[src/rtl/command_frame_builder_crc16_top_defines.svh]
// assertion macros shared by the frame builder rtl
// no dependencies; included by the files that check their own logic
`ifndef COMMAND_FRAME_BUILDER_CRC16_TOP_DEFINES_SVH
`define COMMAND_FRAME_BUILDER_CRC16_TOP_DEFINES_SVH

`ifndef SYNTHESIS
// same-cycle implication
`define CFB_ASSERT_IMPL(label, clk, rst_n, ante, cons) \
    label: assert property (@(posedge clk) disable iff (!rst_n) (ante) |-> (cons)) \
        else $error("cfb assertion failed");
// next-cycle implication
`define CFB_ASSERT_NEXT(label, clk, rst_n, ante, cons) \
    label: assert property (@(posedge clk) disable iff (!rst_n) (ante) |=> (cons)) \
        else $error("cfb assertion failed");
`else
`define CFB_ASSERT_IMPL(label, clk, rst_n, ante, cons)
`define CFB_ASSERT_NEXT(label, clk, rst_n, ante, cons)
`endif

`endif

[src/rtl/cfb_pkg.sv]
// shared types, constants and the crc byte update for the frame builder
// no dependencies
`default_nettype none

package cfb_pkg;

    localparam int MAX_PAYLOAD_DEF = 1024;
    localparam int QUEUE_DEPTH_DEF = 4;

    localparam int LEN_W  = 11;
    localparam int TOT_W  = 16;
    localparam int STEP_W = 4;

    // input action codes
    localparam logic ACT_START = 1'b0;
    localparam logic ACT_DATA  = 1'b1;

    // configuration register indexes
    localparam logic REG_DEST = 1'b0;
    localparam logic REG_SRC  = 1'b1;

    localparam logic [31:0] DEST_RESET = 32'h0100_0110;
    localparam logic [31:0] SRC_RESET  = 32'h0000_0001;

    localparam logic [15:0] CRC_INIT = 16'hFFFF;
    localparam logic [15:0] CRC_POLY = 16'hA001;

    localparam logic [TOT_W-1:0] LEN_OFFSET = 16'd6;
    localparam logic [TOT_W-1:0] LEN_MIN    = 16'd8;

    // header byte positions within a start command
    localparam logic [STEP_W-1:0] HDR_DEST0 = 4'd0;
    localparam logic [STEP_W-1:0] HDR_DEST1 = 4'd1;
    localparam logic [STEP_W-1:0] HDR_DEST2 = 4'd2;
    localparam logic [STEP_W-1:0] HDR_DEST3 = 4'd3;
    localparam logic [STEP_W-1:0] HDR_SRC0  = 4'd4;
    localparam logic [STEP_W-1:0] HDR_SRC1  = 4'd5;
    localparam logic [STEP_W-1:0] HDR_SRC2  = 4'd6;
    localparam logic [STEP_W-1:0] HDR_SRC3  = 4'd7;
    localparam logic [STEP_W-1:0] HDR_LENLO = 4'd8;
    localparam logic [STEP_W-1:0] HDR_LENHI = 4'd9;
    localparam logic [STEP_W-1:0] HDR_OP    = 4'd10;
    localparam logic [STEP_W-1:0] HDR_OBJ0  = 4'd11;
    localparam logic [STEP_W-1:0] HDR_OBJ1  = 4'd12;
    localparam logic [STEP_W-1:0] HDR_OBJ2  = 4'd13;
    localparam logic [STEP_W-1:0] DATA_POS  = 4'd0;

    typedef enum logic {
        CMD_START = 1'b0,
        CMD_DATA  = 1'b1
    } cmd_kind_t;

    // one classified command handed from front to back
    typedef struct packed {
        cmd_kind_t        kind;
        logic             crc_after;
        logic [7:0]       data;
        logic [7:0]       op;
        logic [23:0]      obj;
        logic [TOT_W-1:0] total;
    } cmd_t;

    typedef struct packed {
        logic full;
        logic empty;
    } q_status_t;

    // one byte through the reflected crc-16 register
    function automatic logic [15:0] crc_update(input logic [15:0] crc, input logic [7:0] b);
        logic [15:0] c;
        c = crc ^ {8'h00, b};
        for (int i = 0; i < 8; i++)
        begin
            if (c[0])
                c = (c >> 1) ^ CRC_POLY;
            else
                c = c >> 1;
        end
        return c;
    endfunction

endpackage

`default_nettype wire

[src/rtl/cfb_front.sv]
// front end: accepts input beats, tracks the open frame, queues commands
// depends on cfb_pkg
`default_nettype none

module cfb_front
    import cfb_pkg::*;
#(
    parameter int MAX_PAYLOAD = MAX_PAYLOAD_DEF
)(
    input  wire logic             clk,
    input  wire logic             rst_n,
    input  wire logic             in_valid,
    output logic                  in_stall,
    input  wire logic             action,
    input  wire logic [7:0]       operation,
    input  wire logic [23:0]      object_id,
    input  wire logic [LEN_W-1:0] payload_length,
    input  wire logic [7:0]       payload_byte,
    input  wire q_status_t        q_status,
    output logic                  push,
    output cmd_t                  push_cmd
);

    localparam logic [16:0] MAX_W = 17'(MAX_PAYLOAD);

    logic             open_reg, open_next;
    logic [LEN_W-1:0] remain_reg, remain_next;
    logic [LEN_W-1:0] plen_c;
    logic [TOT_W-1:0] total_c;
    logic             accept;

    assign in_stall = q_status.full;
    assign accept   = in_valid && !in_stall;

    // clamp length and form the length field
    always_comb
    begin
        if ({6'b0, payload_length} > MAX_W)
            plen_c = MAX_W[LEN_W-1:0];
        else
            plen_c = payload_length;
        total_c = TOT_W'(plen_c) + LEN_OFFSET;
        if (total_c < LEN_MIN)
            total_c = LEN_MIN;
    end

    // classify the beat
    always_comb
    begin
        open_next   = open_reg;
        remain_next = remain_reg;
        push        = 1'b0;
        push_cmd    = '0;
        push_cmd.op    = operation;
        push_cmd.obj   = object_id;
        push_cmd.total = total_c;
        push_cmd.data  = payload_byte;
        if (accept)
        begin
            if (action == ACT_START)
            begin
                push               = 1'b1;
                push_cmd.kind      = CMD_START;
                push_cmd.crc_after = (plen_c == '0);
                open_next          = (plen_c != '0);
                remain_next        = plen_c;
            end
            else if (open_reg && remain_reg != '0)
            begin
                push               = 1'b1;
                push_cmd.kind      = CMD_DATA;
                push_cmd.crc_after = (remain_reg == LEN_W'(1));
                remain_next        = remain_reg - LEN_W'(1);
                open_next          = (remain_reg != LEN_W'(1));
            end
        end
    end

    always_ff @(posedge clk or negedge rst_n)
    begin
        if (!rst_n)
        begin
            open_reg   <= 1'b0;
            remain_reg <= '0;
        end
        else
        begin
            open_reg   <= open_next;
            remain_reg <= remain_next;
        end
    end

endmodule

`default_nettype wire

[src/rtl/cfb_queue.sv]
// short command queue between front and back
// depends on cfb_pkg
`default_nettype none

module cfb_queue
    import cfb_pkg::*;
#(
    parameter int DEPTH = QUEUE_DEPTH_DEF
)(
    input  wire logic clk,
    input  wire logic rst_n,
    input  wire logic push,
    input  wire cmd_t push_cmd,
    input  wire logic pop,
    output cmd_t      head,
    output q_status_t status
);

    localparam int PTR_W = (DEPTH > 1) ? $clog2(DEPTH) : 1;
    localparam int CNT_W = $clog2(DEPTH + 1);

    cmd_t             mem_reg [DEPTH];
    logic [PTR_W-1:0] wr_ptr_reg, wr_ptr_next;
    logic [PTR_W-1:0] rd_ptr_reg, rd_ptr_next;
    logic [CNT_W-1:0] count_reg, count_next;

    assign status.full  = (count_reg == CNT_W'(DEPTH));
    assign status.empty = (count_reg == '0);
    assign head         = mem_reg[rd_ptr_reg];

    // pointer and fill bookkeeping
    always_comb
    begin
        wr_ptr_next = wr_ptr_reg;
        rd_ptr_next = rd_ptr_reg;
        count_next  = count_reg;
        if (push)
            wr_ptr_next = (wr_ptr_reg == PTR_W'(DEPTH - 1)) ? '0 : wr_ptr_reg + PTR_W'(1);
        if (pop)
            rd_ptr_next = (rd_ptr_reg == PTR_W'(DEPTH - 1)) ? '0 : rd_ptr_reg + PTR_W'(1);
        if (push && !pop)
            count_next = count_reg + CNT_W'(1);
        else if (pop && !push)
            count_next = count_reg - CNT_W'(1);
    end

    always_ff @(posedge clk or negedge rst_n)
    begin
        if (!rst_n)
        begin
            wr_ptr_reg <= '0;
            rd_ptr_reg <= '0;
            count_reg  <= '0;
        end
        else
        begin
            wr_ptr_reg <= wr_ptr_next;
            rd_ptr_reg <= rd_ptr_next;
            count_reg  <= count_next;
        end
    end

    // entry storage
    always_ff @(posedge clk)
    begin
        if (push)
            mem_reg[wr_ptr_reg] <= push_cmd;
    end

endmodule

`default_nettype wire

[src/rtl/cfb_back.sv]
// back end: steps through queued commands, runs the crc, drives the output beat
// depends on cfb_pkg and command_frame_builder_crc16_top_defines.svh
`default_nettype none
`include "command_frame_builder_crc16_top_defines.svh"

module cfb_back
    import cfb_pkg::*;
(
    input  wire logic        clk,
    input  wire logic        rst_n,
    input  wire logic        cfg_we,
    input  wire logic        cfg_index,
    input  wire logic [31:0] cfg_data,
    input  wire cmd_t        head,
    input  wire q_status_t   q_status,
    output logic             pop,
    output logic             out_valid,
    input  wire logic        out_stall,
    output logic [7:0]       frame_byte,
    output logic             run_end,
    output logic             frame_end
);

    logic [31:0]       dest_reg, src_reg;
    logic [15:0]       crc_reg, crc_next, crc_base;
    logic [STEP_W-1:0] step_reg, step_next;
    logic [STEP_W-1:0] body_last;
    logic              out_valid_reg;
    logic [7:0]        frame_byte_reg;
    logic              run_end_reg, frame_end_reg;
    logic              advance, is_body, is_crc_lo, is_crc_hi, done;
    logic [7:0]        body_byte, emit_byte;

    assign out_valid  = out_valid_reg;
    assign frame_byte = frame_byte_reg;
    assign run_end    = run_end_reg;
    assign frame_end  = frame_end_reg;

    // configuration registers
    always_ff @(posedge clk or negedge rst_n)
    begin
        if (!rst_n)
        begin
            dest_reg <= DEST_RESET;
            src_reg  <= SRC_RESET;
        end
        else if (cfg_we)
        begin
            unique case (cfg_index)
                REG_DEST: dest_reg <= cfg_data;
                REG_SRC:  src_reg  <= cfg_data;
                default:  dest_reg <= dest_reg;
            endcase
        end
    end

    // position decode for the head command
    always_comb
    begin
        body_last = (head.kind == CMD_START) ? HDR_OBJ2 : DATA_POS;
        is_body   = (step_reg <= body_last);
        is_crc_lo = (step_reg == body_last + STEP_W'(1));
        is_crc_hi = (step_reg == body_last + STEP_W'(2));
        done      = ((step_reg == body_last) && !head.crc_after) || is_crc_hi;
        advance   = !q_status.empty && (!out_valid_reg || !out_stall);
        pop       = advance && done;
    end

    // header and payload byte select
    always_comb
    begin
        if (head.kind == CMD_DATA)
            body_byte = head.data;
        else
        begin
            unique case (step_reg)
                HDR_DEST0: body_byte = dest_reg[31:24];
                HDR_DEST1: body_byte = dest_reg[23:16];
                HDR_DEST2: body_byte = dest_reg[15:8];
                HDR_DEST3: body_byte = dest_reg[7:0];
                HDR_SRC0:  body_byte = src_reg[31:24];
                HDR_SRC1:  body_byte = src_reg[23:16];
                HDR_SRC2:  body_byte = src_reg[15:8];
                HDR_SRC3:  body_byte = src_reg[7:0];
                HDR_LENLO: body_byte = head.total[7:0];
                HDR_LENHI: body_byte = head.total[15:8];
                HDR_OP:    body_byte = head.op;
                HDR_OBJ0:  body_byte = head.obj[7:0];
                HDR_OBJ1:  body_byte = head.obj[15:8];
                HDR_OBJ2:  body_byte = head.obj[23:16];
                default:   body_byte = 8'h00;
            endcase
        end
    end

    // crc and output byte
    always_comb
    begin
        crc_base = ((head.kind == CMD_START) && (step_reg == HDR_DEST0)) ? CRC_INIT : crc_reg;
        crc_next = crc_reg;
        if (advance && is_body)
            crc_next = crc_update(crc_base, body_byte);
        priority if (is_crc_lo)
            emit_byte = crc_reg[7:0];
        else if (is_crc_hi)
            emit_byte = crc_reg[15:8];
        else
            emit_byte = body_byte;
        step_next = step_reg;
        if (advance)
            step_next = done ? '0 : step_reg + STEP_W'(1);
    end

    always_ff @(posedge clk or negedge rst_n)
    begin
        if (!rst_n)
        begin
            crc_reg       <= CRC_INIT;
            step_reg      <= '0;
            out_valid_reg <= 1'b0;
        end
        else
        begin
            crc_reg  <= crc_next;
            step_reg <= step_next;
            if (advance)
                out_valid_reg <= 1'b1;
            else if (!out_stall)
                out_valid_reg <= 1'b0;
        end
    end

    // output beat payload
    always_ff @(posedge clk)
    begin
        if (advance)
        begin
            frame_byte_reg <= emit_byte;
            run_end_reg    <= done;
            frame_end_reg  <= is_crc_hi;
        end
    end

    `CFB_ASSERT_IMPL(a_fend_has_run_end, clk, rst_n, out_valid_reg && frame_end_reg, run_end_reg)
    `CFB_ASSERT_IMPL(a_data_step_bound, clk, rst_n, advance && head.kind == CMD_DATA, step_reg <= STEP_W'(2))
    `CFB_ASSERT_NEXT(a_crc_hi_is_end, clk, rst_n, advance && is_crc_hi, out_valid_reg && frame_end_reg)

endmodule

`default_nettype wire

[src/rtl/command_frame_builder_crc16_top.sv]
// top level of the command frame builder with crc-16 trailer
// depends on cfb_pkg, cfb_front, cfb_queue, cfb_back
//
// input channel: in_valid / in_stall carry one beat per item. action 0 opens a
// frame (operation, object_id, payload_length); action 1 carries payload_byte.
// a start beat yields 14 output bytes (addresses, length, operation, object),
// plus the two crc bytes when the payload length is zero. a data beat of an
// open frame yields one byte, plus the crc when it is the last one; data with
// no frame open yields nothing. run_end marks the last byte of each input
// beat, frame_end the high crc byte.
// output channel: out_valid / out_stall, one byte per cycle from a register
// while out_stall is low and a command is queued. an accepted beat is first
// written into the command queue, then its first byte is registered at the
// output. the back end sequencer sets the output rate; while it steps through
// the bytes of one beat, the 4-entry command queue keeps taking input.
// configuration: cfg_we, cfg_index, cfg_data write the destination (0) or
// source (1) address; the user must do so only while the block is idle, as
// the block does not enforce it. reset: frame closed, crc at all ones,
// addresses at their defaults, queue empty. when out_stall is high the output
// byte holds and the queue fills; in_stall rises when it is full.
`default_nettype none

module command_frame_builder_crc16_top
    import cfb_pkg::*;
#(
    parameter int MAX_PAYLOAD = MAX_PAYLOAD_DEF,
    parameter int QUEUE_DEPTH = QUEUE_DEPTH_DEF
)(
    input  wire logic             clk,
    input  wire logic             rst_n,
    input  wire logic             cfg_we,
    input  wire logic             cfg_index,
    input  wire logic [31:0]      cfg_data,
    input  wire logic             in_valid,
    output logic                  in_stall,
    input  wire logic             action,
    input  wire logic [7:0]       operation,
    input  wire logic [23:0]      object_id,
    input  wire logic [LEN_W-1:0] payload_length,
    input  wire logic [7:0]       payload_byte,
    output logic                  out_valid,
    input  wire logic             out_stall,
    output logic [7:0]            frame_byte,
    output logic                  run_end,
    output logic                  frame_end
);

    q_status_t q_status;
    logic      push, pop;
    cmd_t      push_cmd, head;

    cfb_front #(
        .MAX_PAYLOAD (MAX_PAYLOAD)
    ) u_front (
        .clk            (clk),
        .rst_n          (rst_n),
        .in_valid       (in_valid),
        .in_stall       (in_stall),
        .action         (action),
        .operation      (operation),
        .object_id      (object_id),
        .payload_length (payload_length),
        .payload_byte   (payload_byte),
        .q_status       (q_status),
        .push           (push),
        .push_cmd       (push_cmd)
    );

    cfb_queue #(
        .DEPTH (QUEUE_DEPTH)
    ) u_queue (
        .clk      (clk),
        .rst_n    (rst_n),
        .push     (push),
        .push_cmd (push_cmd),
        .pop      (pop),
        .head     (head),
        .status   (q_status)
    );

    cfb_back u_back (
        .clk        (clk),
        .rst_n      (rst_n),
        .cfg_we     (cfg_we),
        .cfg_index  (cfg_index),
        .cfg_data   (cfg_data),
        .head       (head),
        .q_status   (q_status),
        .pop        (pop),
        .out_valid  (out_valid),
        .out_stall  (out_stall),
        .frame_byte (frame_byte),
        .run_end    (run_end),
        .frame_end  (frame_end)
    );

endmodule

`default_nettype wire

[config.mk]
export PLATFORM = sky130hd
export DESIGN_NAME = command_frame_builder_crc16_top
export DESIGN_NICKNAME = d
export VERILOG_FILES = /design/src/rtl/cfb_pkg.sv /design/src/rtl/cfb_front.sv /design/src/rtl/cfb_queue.sv /design/src/rtl/cfb_back.sv /design/src/rtl/command_frame_builder_crc16_top.sv
export VERILOG_INCLUDE_DIRS = /design/src /design/src/rtl
export SDC_FILE = /design/constraint.sdc
export NUM_CORES = 1
export LEC_CHECK = 0
export BUFFER_PORTS_ARGS = -buffer_cell sky130_fd_sc_hd__buf_2
export CORE_MARGIN = 1.5
export CORE_UTILIZATION = 60
export CTS_BUF_LIST = sky130_fd_sc_hd__clkbuf_4 sky130_fd_sc_hd__clkbuf_8 sky130_fd_sc_hd__clkbuf_16
export DETAILED_ROUTE_END_ITERATION = 10
export GPL_TIMING_DRIVEN = 0
export HOLD_SLACK_MARGIN = 0.1
export PLACE_DENSITY_LB_ADDON = 0.2
export SYNTH_ARGS = -nofsm -noshare
export SYNTH_HDL_FRONTEND = slang
export SYNTH_SLANG_ARGS = --single-unit
[constraint.sdc]
create_clock -name clk -period 4.8 [get_ports clk]
set_clock_uncertainty 0.2 [all_clocks]
set_input_delay 0.72 -clock clk [delete_from_list [all_inputs] [get_ports clk]]
set_output_delay 0.72 -clock clk [all_outputs]
set_load 0.01 [all_outputs]
## Yosys cells after proc, flatten, opt, wreduce, memory -nomap -nowiden

Memory sizes are Yosys's and may differ from the RTL's.
Cells that the tools add are included.

| word-level totals | value |
|---|---|
| flip-flop bits (word level) | 114 |
| memory bits (writable) | 232 |
| input bits | 90 |
| output and inout port bits | 12 |
| word-level logic and storage cells | 129 |
| memories kept | 1 |

Memories:

| memory | depth | bits a word | read ports | clocked after memory_dff | wr ports | RTL line | source |
|---|---|---|---|---|---|---|---|
| u_queue.mem_reg | 4 | 58 | 1 | 0 | 1 | cfb_queue.sv:22 | `cmd_t mem_reg [DEPTH];` |

| cells by class | value |
|---|---|
| add/sub/neg operators | 9 |
| order comparisons | 3 |
| equal/unequal tests | 23 |
| mux-type cells | 42 |
| bitwise gates (word level) | 11 |
| reductions and logical operators | 27 |

Operators by type and width:

| kind | number |
|---|---|
| 2-to-1 mux 16 bit | 17 |
| one-hot mux 8 bit (14 select lines) | 1 |
| 2-to-1 mux 11 bit | 3 |
| == test 4 bit (second input constant) | 6 |
| 2-to-1 mux 8 bit | 3 |
| inverter 2 -> 3 bit | 8 |
| nonzero test 11 bit | 2 |
| == test 4 x 3 -> 1 bit (second input constant) | 4 |
| less-than comparator 16 x 4 -> 1 bit (second input constant) | 1 |
| bitwise XOR 16 x 8 -> 16 bit | 1 |
| adder 11 x 3 -> 12 bit (second input constant) | 1 |
| == test 4 bit | 3 |
| == test 11 x 1 -> 1 bit (second input constant) | 1 |
| greater-than comparator 11 bit (second input constant) | 1 |
| zero test 11 bit | 1 |
| != test 11 x 1 -> 1 bit (second input constant) | 1 |
| subtractor 11 x 1 -> 11 bit (second input constant) | 1 |
| 2-to-1 mux 2 bit | 5 |
| logical AND 1 bit | 9 |
| 2-to-1 mux 1 bit | 9 |
| adder 4 x 1 -> 4 bit (second input constant) | 2 |
| == test 4 x 2 -> 1 bit (second input constant) | 2 |
| 2-to-1 mux 4 bit | 2 |
| zero test 1 bit | 7 |
| other kinds (16) | 24 |

## Logic depth before layout (Yosys ltp)

Gate-level depths: netlist of run 1.
An unclocked memory read counts as a cell.

| logic depth | value |
|---|---|
| word-level depth | 28 |
| gate-level depth with buffers | 17 |
| gate-level depth less buffers | 15 |

## Hierarchy

From an unflattened synthesis of run 1, not the netlist that was laid out.

| unflattened totals | value |
|---|---|
| cell total of the unflattened synthesis | 995 |
| area total of the unflattened synthesis | 15747.6 um^2 |

By module, submodules not included:

| module | times used | cells an instance | area each (um^2) | seq. area each (um^2) |
|---|---|---|---|---|
| cfb_queue | 1 | 341 | 8856.0 | 7141.8 |
| cfb_back | 1 | 463 | 5436.5 | 2452.4 |
| cfb_front | 1 | 191 | 1455.1 | 300.3 |

## Worst setup path after synthesis of run 1

No wires, ideal clock.

| path | value |
|---|---|
| kind | reg2reg |
| start | register u_queue.rd_ptr_reg[1] |
| end | register u_queue.count_reg[1] |
| library setup time | 125 ps |
| arrival | 3183 ps |
| data required time | 4475 ps |
| setup slack | 1292 ps |
| stages on the path, launching flop included | 14 |
| path buffers | 1 |
| period minus slack after synthesis | 3508 ps |
| cells stage by stage | dfrtp_1 mux2_4 o21ai_4 inv_2 buf_2 ha_1 and3_1 a21boi_0 and2_1 inv_1 ha_1 inv_1 fa_1 mux2_2 |

| on the way | value |
|---|---|
| word-level cells in the longest chain between the ends | 9 |
| elaborated cells on any way between the ends | 14 |
| those cells by class | 1 x add/sub; 2 x eq/ne; 2 x mux; 8 x reduce/logical; 1 x memory |

RTL lines:

| what | RTL line | source |
|---|---|---|
| start: declaration | cfb_queue.sv:24 | `logic [PTR_W-1:0] rd_ptr_reg, rd_ptr_next;` |
| start signal: assignment | cfb_queue.sv:58 | `rd_ptr_reg <= rd_ptr_next;` |
| memory (4 x 58 bit) * | -- |  |
| 2-to-1 mux 4 bit | cfb_back.sv:60 | `body_last = (head.kind == CMD_START) ? HDR_OBJ2 : DATA_POS;` |
| adder 4 x 2 -> 4 bit or == test 4 bit (tied branches) | cfb_back.sv:63, cfb_back.sv:64 |  |
| == test 4 bit or logical AND 1 bit (tied branches) | cfb_back.sv:63, cfb_back.sv:64 |  |
| logical OR 1 bit * | cfb_back.sv:64 | `done = ((step_reg == body_last) && !head.crc_after) \|\| is_crc_hi;` |
| net u_back.done | cfb_back.sv:31 | `logic advance, is_body, is_crc_lo, is_crc_hi, done;` |
| logical AND 1 bit * | cfb_back.sv:66 | `pop = advance && done;` |
| zero test 1 bit * | cfb_queue.sv:41 | `if (push && !pop)` |
| logical AND 1 bit * | cfb_queue.sv:41 |  |
| 2-to-1 mux 3 bit * | cfb_queue.sv:41 |  |
| net u_queue.count_next[1] | cfb_queue.sv:25 | `logic [CNT_W-1:0] count_reg, count_next;` |
| end signal: assignment | cfb_queue.sv:59 | `count_reg <= count_next;` |
| end: declaration | cfb_queue.sv:25 |  |

Mark *: on every way through the listed nets, which the timed path passes. The rest lies on a longest branch.
A chain may end at the register's enable or synchronous reset.

## Worst setup path in the final report of run 1

| path | value |
|---|---|
| start | register u_back.step_reg[1] |
| end | register u_back.crc_reg[0] |

| on the way | value |
|---|---|
| word-level cells in the longest chain between the ends | 20 |
| elaborated cells on any way between the ends | 44 |
| those cells by class | 1 x order compare; 13 x eq/ne; 18 x mux; 9 x bitwise; 3 x reduce/logical |

RTL lines:

| what | RTL line | source |
|---|---|---|
| start: declaration | cfb_back.sv:26 | `logic [STEP_W-1:0] step_reg, step_next;` |
| start signal: assignment | cfb_back.sv:125 | `step_reg <= step_next;` |
| == test 4 bit (tied with other cells) | cfb_back.sv:76 | `unique case (step_reg)` |
| one-hot mux 8 bit (14 select lines) or logical AND 1 bit (tied branches) | cfb_back.sv:76, cfb_back.sv:99 |  |
| 2-to-1 mux 8 bit or 2-to-1 mux 16 bit (tied branches) | cfb_back.sv:72, cfb_back.sv:99 |  |
| bitwise XOR 16 x 8 -> 16 bit | cfb_pkg.sv:71 | `c = crc ^ {8'h00, b};` |
| 2-to-1 mux 16 bit or inverter 2 -> 3 bit (tied branches) | -- |  |
| 2-to-1 mux 16 bit, on equally long branches | cfb_back.sv:101, cfb_pkg.sv:74 |  |
| 2-to-1 mux 16 bit (tied with other cells) | cfb_pkg.sv:74 | `if (c[0])` |
| 2-to-1 mux 16 bit, on equally long branches | cfb_back.sv:101, cfb_pkg.sv:74 |  |
| [... 4 more ...] | -- |  |
| inverter 2 -> 3 bit (no source line) (tied with other cells) | -- |  |
| 2-to-1 mux 16 bit, on equally long branches | cfb_pkg.sv:74, cfb_back.sv:101 |  |
| 2-to-1 mux 16 bit (tied with other cells) | cfb_back.sv:101 | `if (advance && is_body)` |
| 2-to-1 mux 16 bit, on equally long branches | cfb_pkg.sv:74, cfb_back.sv:101 |  |
| 2-to-1 mux 16 bit (tied with other cells) | cfb_back.sv:101 |  |
| 2-to-1 mux 16 bit, on equally long branches | cfb_pkg.sv:74, cfb_back.sv:101 |  |
| 2-to-1 mux 16 bit or inverter 2 -> 3 bit (tied branches) | -- |  |
| 2-to-1 mux 16 bit | cfb_pkg.sv:74 |  |
| end signal: assignment | cfb_back.sv:124 | `crc_reg <= crc_next;` |
| end: declaration | cfb_back.sv:25 | `logic [15:0] crc_reg, crc_next, crc_base;` |

Several ways; a longest one is shown, not always the timed one. The select of a mux whose other input is x is not followed.

==> results of run 1 <==
==> cells in the mapped netlist (8+ instances only) <==
cell type  count
a21oi_1       40
a22o_1        12
a22oi_1       23
buf_1          8
buf_2         12
clkbuf_1      19
dfrtp_1       84
dfstp_2       20
edfxtp_1     226
ha_1          16
inv_1         17
mux2_2        70
mux2i_1       46
mux4_2        34
nand2_1       51
nand3_1        9
nor2_1        53
nor3_1        16
o21ai_0       35
o22ai_1       16
xnor2_1       27
==> cell type report <==
| type | count | share of cell area [%] |
|---|---|---|
| plain buffers | 52 | 1.933 |
| inverters | 19 | 0.4286 |
| clock inverters | 13 | 0.4963 |
| multi-input cells | 561 | 28.52 |
| flip-flops and latches | 330 | 56.58 |
| repair buffers | 103 | 3.309 |
| clock buffers | 50 | 6.339 |
| well taps | 319 | 2.399 |
==> power by group through the flow <==
| stage | combinational (W) | clock, W | sequential [W] |
|---|---|---|---|
| 6_report | 0.00476 | 0.00262 | 0.00417 |
| 5_1_grt | 0.00517 | 0.00277 | 0.00423 |
| 4_1_cts | 0.00476 | 0.00266 | 0.00416 |
| 3_5_place_dp | 0.00473 | 0 | 0.00421 |
| 3_3_place_gp | 0.00464 | 0 | 0.00421 |
| 2_1_floorplan | 0.00356 | 0 | 0.00416 |
==> path summary, 6_finish.rpt <==
check / start / to / slack (ns) / depth (start not counted)
setup / recovery: u_back.step_reg[1] / u_back.crc_reg[0] / 0.29 / 14
hold / removal: rst_n / u_back.src_reg[9] / 0.11 / 1
setup reg to reg: u_back.step_reg[1] / u_back.crc_reg[0] / 0.29 / 14
hold reg to reg: u_back.crc_reg[10] / u_back.crc_reg[10] / 0.28 / 2
max in group asynchronous: rst_n / u_back.crc_reg[14] / 3.52 / 2
min in group clk: object_id[21] / u_queue.mem_reg[1][37] / 0.21 / 1
==> placed cells by master (no fill, tap or decap), drive strengths merged, types with 18 or more instances in the layout <==
cell      n
a21oi    44
a22oi    23
buf     136
clkbuf   69
dfrtp    84
dfstp    20
edfxtp  226
inv      21
mux2     71
mux2i    46
mux4     34
nand2    51
nor2     53
nor3     18
o21ai    38
xnor2    29
==> cells by family (layout without fill, tap and decap cells) <==
kind of cell	count (synthesis)	in the layout	share of synthesized area (%)
AOI/OAI and AO/OA	170	170	8.080
and+or+nand+nor	181	181	6.210
muxes	151	151	13.97
other	1	4	0.02582
buffers and inverters	71	237	2.705
adders and majority gates	17	17	1.516
DFF	330	330	64.81
xor gates and xnor gates	38	38	2.687
==> layer usage <==
layer  up-vias  part of all wire, %  GRT usage (%)
li1       3975                    -              -
met1      4354                   43          38.05
met2       373                   47          41.63
met3        55                  7.6          4.573
met4         0                  2.8          8.322
met5         -                    0              0
==> through the flow <==
stage | utilization, % | cell area, µm² | worst slack, ns | instances
detailed placement | 65.65 | 15500 | 0.4212 | 1384
global placement | 65.40 | 15440 | 0.1787 | 1382
finish | 70.46 | 16640 | 0.2950 | 1447
floorplan | - | 14540 | 1.292 | 962
global route | 70.46 | 16640 | 0.1393 | 1447
CTS | 70.46 | 16640 | 0.4065 | 1447
==> flow_summary_export.csv, run 1 <==
group,metric,value,unit
logic_synthesis,synth-edff-count,226,
power_and_ir_drop,p_sw,0.004005,W
worst_setup_path,worstPathMaxFanout,10,
run,max_cap_viol_count,0,
clocking,cts.path.max_buffers,3,
worst_setup_path,cp_top_family,"buffers and inverters",
global_routing,antenna_found_initial,0,
detailed_routing,drt_wl_total,32.07,mm
power_and_ir_drop,vdd.ir_drop.worst,431.9,µV
cells_and_area,largest_reg_flops,216,
power_and_ir_drop,pwr-share-comb,41.2,%
place,place_congestion,0.8587,
cells_and_area,multi_input_area,0.004745,mm²
global_routing,grt_max_degree,60,
timing,grt_setup_unrepaired,"false",
timing,finalSetupViolations,0,
power_and_ir_drop,p_per_area,694.0,mW/mm²
die,coreArea,0.02361,mm²
logic_synthesis,synth_cell_types,74,
die,initial_utilization,61.52,%
global_routing,grt_pass1_wl,48.92,mm
logic_synthesis,yosys_most_used_dff,"edfxtp_1",
cells_and_area,drive_above_1_share,29.61,%
timing,max_slew.worst_pin.slew,0.9713,ns
clocking,clk_pin_slew,0.06,ns
worst_setup_path,arrival,4.75,ns
global_routing,grt_usage,26.45,%
die,die_area,0.02515,mm²
die,die_w,158.6,µm
cells_and_area,insertedDiodeCount,0,
power_and_ir_drop,p_sw_share,34.68,%
clocking,clock-sinks,330,
logic_synthesis,synthArstFlopShare,31.52,%
timing,report.final.hold_viol_count,0,
die,rows,56,
die,io_pins,102,
power_and_ir_drop,clockPowerShare,22.7,%
global_routing,grt_overflow,0,
worst_setup_path,cp_cell_sequence,"inv_1 > ha_1 > buf_2 > buf_1 > inv_1 > a31oi_1 > o2111ai_1 > a41oi_1 > a21oi_2 > xnor2_2 > xnor3_1 > xnor3_2 > xnor2_1 > a21oi_1",
cells_and_area,ff_latch_area,0.009414,mm²
clocking,cts_tree,"yes",
timing,period_share,93.85,%
clocking,cts_buffers,35,
logic_synthesis,synth_top_cell_by_area,"edfxtp_1",
worst_setup_path,max_stage_delay,0.64,ns
outcome,status,"complete, no violations",
clocking,root_buffer,"clkbuf_16",
timing,maxSlewViolCount,0,
detailed_routing,drt_iter0_markers,822,
logic_synthesis,synth_top_area_share,46.72,%
power_and_ir_drop,power_frac_seq,36.1,%
clocking,hold_buffers,0,
worst_setup_path,end_kind,"flop",
cells_and_area,num-fill-cells,1616,
place,io_buffers,101,
logic_synthesis,syn-mean-instance-area,15.15,µm²
logic_synthesis,synth_area,0.01453,mm²
detailed_routing,ant_nets,0,
logic_synthesis,synth-seq-area-share,64.81,%
global_routing,grt_pass1_vias,8561,
worst_setup_path,path_buf_inv,4,
timing,fmax,222.0,MHz
detailed_routing,dr.pass1.iters,7,
detailed_routing,vias,8757,
worst_setup_path,start_kind,"flop",
detailed_routing,drc_errors,0,
logic_synthesis,yosys_warnings,0,
clocking,clkLatencyLatePin,0.52,ns
worst_hold_path,hp-class,"in2async",
timing,fin_crit,4.505,ns
logic_synthesis,synth_cells,959,
detailed_routing,via_per_inst,6.052,
logic_synthesis,ys_seq_elements,330,
timing,relSlewSlack,34.66,%
power_and_ir_drop,leakage,6.201,nW
worst_setup_path,required,5.04,ns
worst_setup_path,crit_type,"reg2reg",
cells_and_area,area_growth,14.54,%
cells_and_area,final_nets,1209,
place,dp_hpwl,21.42,mm
logic_synthesis,synth.area.top_cells,"edfxtp_1, dfrtp_1, mux2_2, mux4_2, dfstp_2",
power_and_ir_drop,fin_total_pwr,0.01155,W
detailed_routing,wl_per_cell,22.17,µm
die,die_y,158.6,µm
timing,timing.hold.ws,0.1117,ns
worst_setup_path,critical-path-slowest-cell,"buf_1",
clocking,cts-htree-levels,2,
worst_setup_path,cpMostUsedCell,"inv_1",
clocking,cts-resized-gates,0,
power_and_ir_drop,p_int,0.007542,W
clocking,post-cts-setup-buffer-count,0,
timing,setup_tns,0,ns
(Power assumes the default switching activity.)
==> run 2: changes to the inputs <==
- PLACE_DENSITY: unset -> 0.79
- PLACE_DENSITY_LB_ADDON: 0.2 -> unset
==> flow_summary_export.csv, run 2 (synthesis results as in run 1) <==
group,metric,value,unit
outcome,status,"complete, no violations",
clocking,cts_tree,"yes",
worst_setup_path,cp_cell_sequence,"inv_1 > ha_1 > buf_2 > buf_1 > inv_1 > a31oi_1 > o2111ai_1 > a41oi_1 > a21oi_2 > xnor2_2 > xnor3_1 > xnor3_2 > xnor2_1 > a21oi_1",
timing,period_share,92.84,%
worst_setup_path,cpMostUsedCell,"inv_1",
cells_and_area,final_cell_mix,"edfxtp_1, buf_2, dfrtp_1",
worst_setup_path,required,5.01,ns
detailed_routing,vias,8906,
detailed_routing,drt_wl_total,32.56,mm
power_and_ir_drop,vdd.ir_drop.worst,487.2,µV
timing,max_slew.worst_pin.slew,0.9959,ns
cells_and_area,largest_reg_flops,216,
run,max_cap_viol_count,0,
cells_and_area,area_growth,15.44,%
timing,finalWorstSetupSlack,0.3435,ns
place,place_congestion,0.8805,
cells_and_area,layout_commonest_cell,"edfxtp_1",
place,io_buffers,101,
worst_setup_path,crit_type,"reg2reg",
worst_setup_path,startpoint,"u_back.step_reg[1]",
timing,relSlewSlack,33.01,%
cells_and_area,multi_input_area,0.004743,mm²
timing,grt_setup_unrepaired,"false",
global_routing,grt_max_degree,69,
worst_setup_path,worstPathMaxFanout,10,
detailed_routing,drc_errors,0,
cells_and_area,drive_above_1_share,30.01,%
die,die_y,158.6,µm
cells_and_area,num-fill-cells,1574,
cells_and_area,ff_latch_area,0.009414,mm²
global_routing,grt_pass1_vias,9048,
timing,fin_crit,4.457,ns
clocking,clkLatencyLatePin,0.52,ns
detailed_routing,drt_iter0_markers,893,
power_and_ir_drop,fin_total_pwr,0.01185,W
detailed_routing,dr.pass1.iters,7,
worst_hold_path,hp-class,"in2reg",
cells_and_area,final_cells,1452,
cells_and_area,final_nets,1212,
place,post-place-ws,0.4348,ns
place,dp_hpwl,21.56,mm
clocking,cts_buffers,36,
worst_hold_path,hp-start,"payload_byte[2]",
timing,setup_tns,0,ns
timing,timing.hold.ws,0.2195,ns
power_and_ir_drop,leakage,6.263,nW
timing,report.final.hold_viol_count,0,
detailed_routing,ant_nets,0,
die,rows,56,
clocking,cts.path.max_buffers,3,
power_and_ir_drop,p_per_area,706.7,mW/mm²
global_routing,antenna_found_initial,0,
worst_setup_path,critical-path-slowest-cell,"buf_1",
global_routing,grt_usage,26.69,%
clocking,clock-sinks,330,
clocking,clk_pin_slew,0.06,ns
detailed_routing,via_per_inst,6.134,
clocking,cts-htree-levels,2,
die,die_w,158.6,µm
clocking,cts-resized-gates,0,
timing,maxSlewViolCount,0,
detailed_routing,wl_per_cell,22.43,µm
timing,finalSetupViolations,0,
global_routing,grt_overflow,0,
worst_setup_path,max_stage_delay,0.59,ns
worst_setup_path,end_kind,"flop",
worst_setup_path,r2r-start,"u_back.step_reg[1]",
cells_and_area,insertedDiodeCount,0,
die,coreArea,0.02361,mm²
clocking,root_buffer,"clkbuf_16",
die,io_pins,102,
timing,fmax,224.4,MHz
global_routing,grt_pass1_wl,49.79,mm
worst_setup_path,arrival,4.67,ns
place,dpl.cell_count,1385,
die,die_area,0.02515,mm²
worst_setup_path,start_kind,"flop",
die,initial_utilization,61.52,%
worst_setup_path,r2r_setup_slack,0.34,ns
run 2: cell count changes in the layout (fill, tap and decap cells not counted), sizes merged:
cell	before	now
buf	136	137
bufinv	0	4
dlygate4sd3	0	1
clkbuf	69	68
run 2: power by group:
part           switching [W]  internal (W)  total, W
clock                0.00109       0.00175   0.00284
sequential          0.000307       0.00386   0.00417
combinational        0.00269       0.00215   0.00485
total                0.00409       0.00776    0.0119
run 2: final timing paths:
kind	end	depth (start not counted)
setup / recovery	u_back.crc_reg[0]	14
hold / removal	u_queue.mem_reg[1][50]	1
setup reg to reg	u_back.crc_reg[0]	14
hold reg to reg	u_back.crc_reg[10]	2
max in group asynchronous	u_back.crc_reg[7]	3
min in group asynchronous	u_back.src_reg[1]	2
run 2: layer usage:
layer	wire, µm	GRT usage (%)	share of wire, %
met5	0	0	0
met4	882	8.990	2.7
met3	2320	4.600	7.1
met2	15440	42.52	47
met1	13920	37.69	43
run 2: critical path: cells and delay by family, from the launching register on:
kind                       cells  cell delay [ns]
buffers and inverters          4             1.20
AOI/OAI and AO/OA              5             1.06
DFF                            1             0.45
adders and majority gates      1             0.22
xor gates and xnor gates       4             1.24
run 2: final cells by class:
type	instances	area share [%]
tap	319	2.380
sequential	330	56.14
inverter	19	0.4253
clock buffer	49	6.208
clock inverter	17	1.186
timing repair buffer	105	3.462
buffer	52	1.917
multi-input combinational	561	28.28
run 2: per-stage QoR:
step	util [%]	area (µm²)
final	71.02	16770
after global routing	71.02	16770
after CTS	71.02	16770
after detailed placement	65.73	15520
after global placement	65.40	15440
after floorplan	-	14540
run 2: repair_timing:
item                                   in CTS  in global routing
hold buffers                                1                  0
setup endpoints to repair                   0                  0
buffers inserted                            0                  0
endpoints found under the hold margin      33                  0
==> run 3: changes to the inputs <==
- CELL_PAD_IN_SITES_DETAIL_PLACEMENT: unset -> 0
- CELL_PAD_IN_SITES_GLOBAL_PLACEMENT: unset -> 1
- CORE_UTILIZATION: 60 -> 51
- CTS_BUF_LIST: sky130_fd_sc_hd__clkbuf_4 sky130_fd_sc_hd__clkbuf_8 sky130_fd_sc_hd__clkbuf_16 -> unset
- PLACE_DENSITY: 0.79 -> unset
- PLACE_DENSITY_LB_ADDON: unset -> 0.1
==> flow_summary_export.csv, run 3 (synthesis results as in run 1) <==
group,metric,value,unit
outcome,status,"complete, no violations",
cells_and_area,final_cell_area,0.01671,mm²
detailed_routing,wl_per_cell,21.82,µm
clocking,cts_buffers,37,
timing,fmax,222.4,MHz
die,coreArea,0.02793,mm²
clocking,cts.path.max_buffers,3,
place,io_buffers,101,
timing,report.final.hold_viol_count,0,
worst_setup_path,startpoint,"u_back.step_reg[1]",
power_and_ir_drop,power_frac_seq,35.9,%
cells_and_area,insertedDiodeCount,0,
timing,timing.hold.ws,0.2148,ns
worst_setup_path,crit_type,"reg2reg",
run,max_cap_viol_count,0,
timing,finalWorstSetupSlack,0.3036,ns
die,die_w,171.8,µm
timing,fin_crit,4.496,ns
detailed_routing,drt_iter0_markers,586,
power_and_ir_drop,p_sw_share,34.64,%
global_routing,grt_pass1_vias,8570,
power_and_ir_drop,vdd.ir_drop.worst,560.5,µV
cells_and_area,area_growth,15.00,%
power_and_ir_drop,p_per_area,693.2,mW/mm²
detailed_routing,ant_nets,0,
die,rows,61,
worst_setup_path,r2r.worst_path.cells,13,
cells_and_area,final_cell_mix,"edfxtp_1, buf_2, dfrtp_1",
cells_and_area,layout_commonest_cell,"edfxtp_1",
power_and_ir_drop,p_int,0.007569,W
clocking,cts-htree-levels,2,
cells_and_area,final_nets,1212,
worst_setup_path,worstSetupEndpoint,"u_back.crc_reg[0]",
die,initial_utilization,52.00,%
worst_setup_path,arrival,4.74,ns
place,place_area,0.01557,mm²
worst_setup_path,worstPathMaxFanout,10,
timing,period_share,93.68,%
timing,maxSlewViolCount,0,
timing,finalSetupViolations,0,
worst_setup_path,max_stage_delay,0.50,ns
global_routing,grt_overflow,0,
place,place_congestion,0.8042,
detailed_routing,vias,8546,
worst_setup_path,required,5.04,ns
worst_setup_path,reg2reg_to,"u_back.crc_reg[0]",
clocking,clk_pin_slew,0.06,ns
worst_setup_path,r2r_setup_slack,0.30,ns
worst_hold_path,hp-class,"in2reg",
timing,max_slew.worst_pin.slew,0.8678,ns
worst_setup_path,end_kind,"flop",
worst_setup_path,r2r-start,"u_back.step_reg[1]",
die,die_y,171.8,µm
global_routing,grt_usage,23.33,%
worst_setup_path,critical-path-slowest-cell,"clkbuf_1",
cells_and_area,num-fill-cells,2220,
power_and_ir_drop,p_sw,0.004011,W
worst_setup_path,start_kind,"flop",
power_and_ir_drop,leakage,6.181,nW
power_and_ir_drop,clockPowerShare,22.8,%
detailed_routing,via_per_inst,5.678,
clocking,clkLatencyLatePin,0.52,ns
global_routing,antenna_found_initial,0,
worst_setup_path,cpMostUsedCell,"a21oi_1",
die,die_area,0.02950,mm²
place,post-place-ws,0.2511,ns
global_routing,grt_pass1_wl,50.89,mm
worst_setup_path,cp_cell_sequence,"ha_1 > buf_2 > clkbuf_1 > nand3b_1 > o221ai_1 > o21ai_1 > a41oi_1 > a21oi_1 > xnor3_1 > xor2_1 > xnor3_2 > xnor2_1 > a21oi_1",
die,io_pins,102,
clocking,cts_tree,"yes",
detailed_routing,dr.pass1.iters,5,
detailed_routing,drc_errors,0,
detailed_routing,drt_wl_total,32.83,mm
power_and_ir_drop,pwr-share-comb,41.3,%
clocking,clock-sinks,330,
global_routing,grt_max_degree,63,
clocking,root_buffer,"clkbuf_16",
place,dp_hpwl,22.15,mm
cells_and_area,largest_reg_flops,216,
cells_and_area,drive_above_1_share,28.93,%
timing,setup_tns,0,ns
timing,grt_setup_unrepaired,"false",
timing,relSlewSlack,41.70,%
## run 3: power groups by stage
| stage | Sequential [W] | Combinational, W | Clock (W) |
|---|---|---|---|
| after global placement | 0.00422 | 0.00474 | 0 |
| after floorplan | 0.00416 | 0.00356 | 0 |
| after global routing | 0.00423 | 0.00521 | 0.00281 |
| final | 0.00415 | 0.00478 | 0.00264 |
| after CTS | 0.00416 | 0.00482 | 0.00269 |
| after detailed placement | 0.00421 | 0.00479 | 0 |
## run 3: area by class of cell
cell class	instances	area [µm²]	area share [%]
Buffer	52	322.8	1.932
Clock buffer	49	1001	5.992
Clock inverter	12	118.9	0.7115
Inverter	19	71.32	0.4269
Multi-Input combinational cell	561	4745	28.40
Sequential cell	330	9414	56.35
Tap cell	378	473.0	2.831
Timing Repair Buffer	104	560.5	3.355
## run 3: timing repair
| action | 4_1_cts | 5_1_grt |
|---|---|---|
| hold buffers | 1 | 0 |
| buffers inserted | 0 | 0 |
| gates resized for setup | 0 | 1 |
| endpoints found under the hold margin | 38 | 0 |
| setup endpoints to repair | 0 | 1 |
## run 3: critical path: cells and delay by family, from the launching register on
kind | cells | cell delay, ns
XOR/XNOR | 4 | 1.21
AO/OA/AOI/OAI | 5 | 1.05
flip-flops | 1 | 0.46
AND/OR/NAND/NOR | 1 | 0.44
buffers and inverters | 2 | 0.78
adder cells (fa/ha/maj) | 1 | 0.29
## run 3: layer usage
layer	track usage [%]	routed length (µm)
met4	6.843	791
met2	36.23	15000
met3	4.602	1910
met1	33.53	15140
met5	0	0
## run 3: worst min path at each step
stage | startpoint | cells after the start | slack, ns | end
floorplan | rst_n | 0 | 0.22 | u_back.dest_reg[0]
CTS | object_id[0] | 1 | 0.20 | u_queue.mem_reg[0][16]
finish | object_id[5] | 1 | 0.21 | u_queue.mem_reg[2][21]
global placement | u_back.crc_reg[10] | 2 | 0.27 | u_back.crc_reg[10]
global route | operation[5] | 1 | 0.21 | u_queue.mem_reg[1][45]
detailed placement | u_back.crc_reg[10] | 2 | 0.27 | u_back.crc_reg[10]
## run 3: metrics by stage
stage | util [%] | std cells | total power, W
6_report | 59.80 | 1505 | 0.01158
5_1_grt | 59.80 | 1505 | 0.01225
4_1_cts | 59.80 | 1505 | 0.01167
3_5_place_dp | 55.76 | 1443 | 0.009002
3_3_place_gp | 55.55 | 1441 | 0.008963
2_1_floorplan | - | 962 | 0.007719
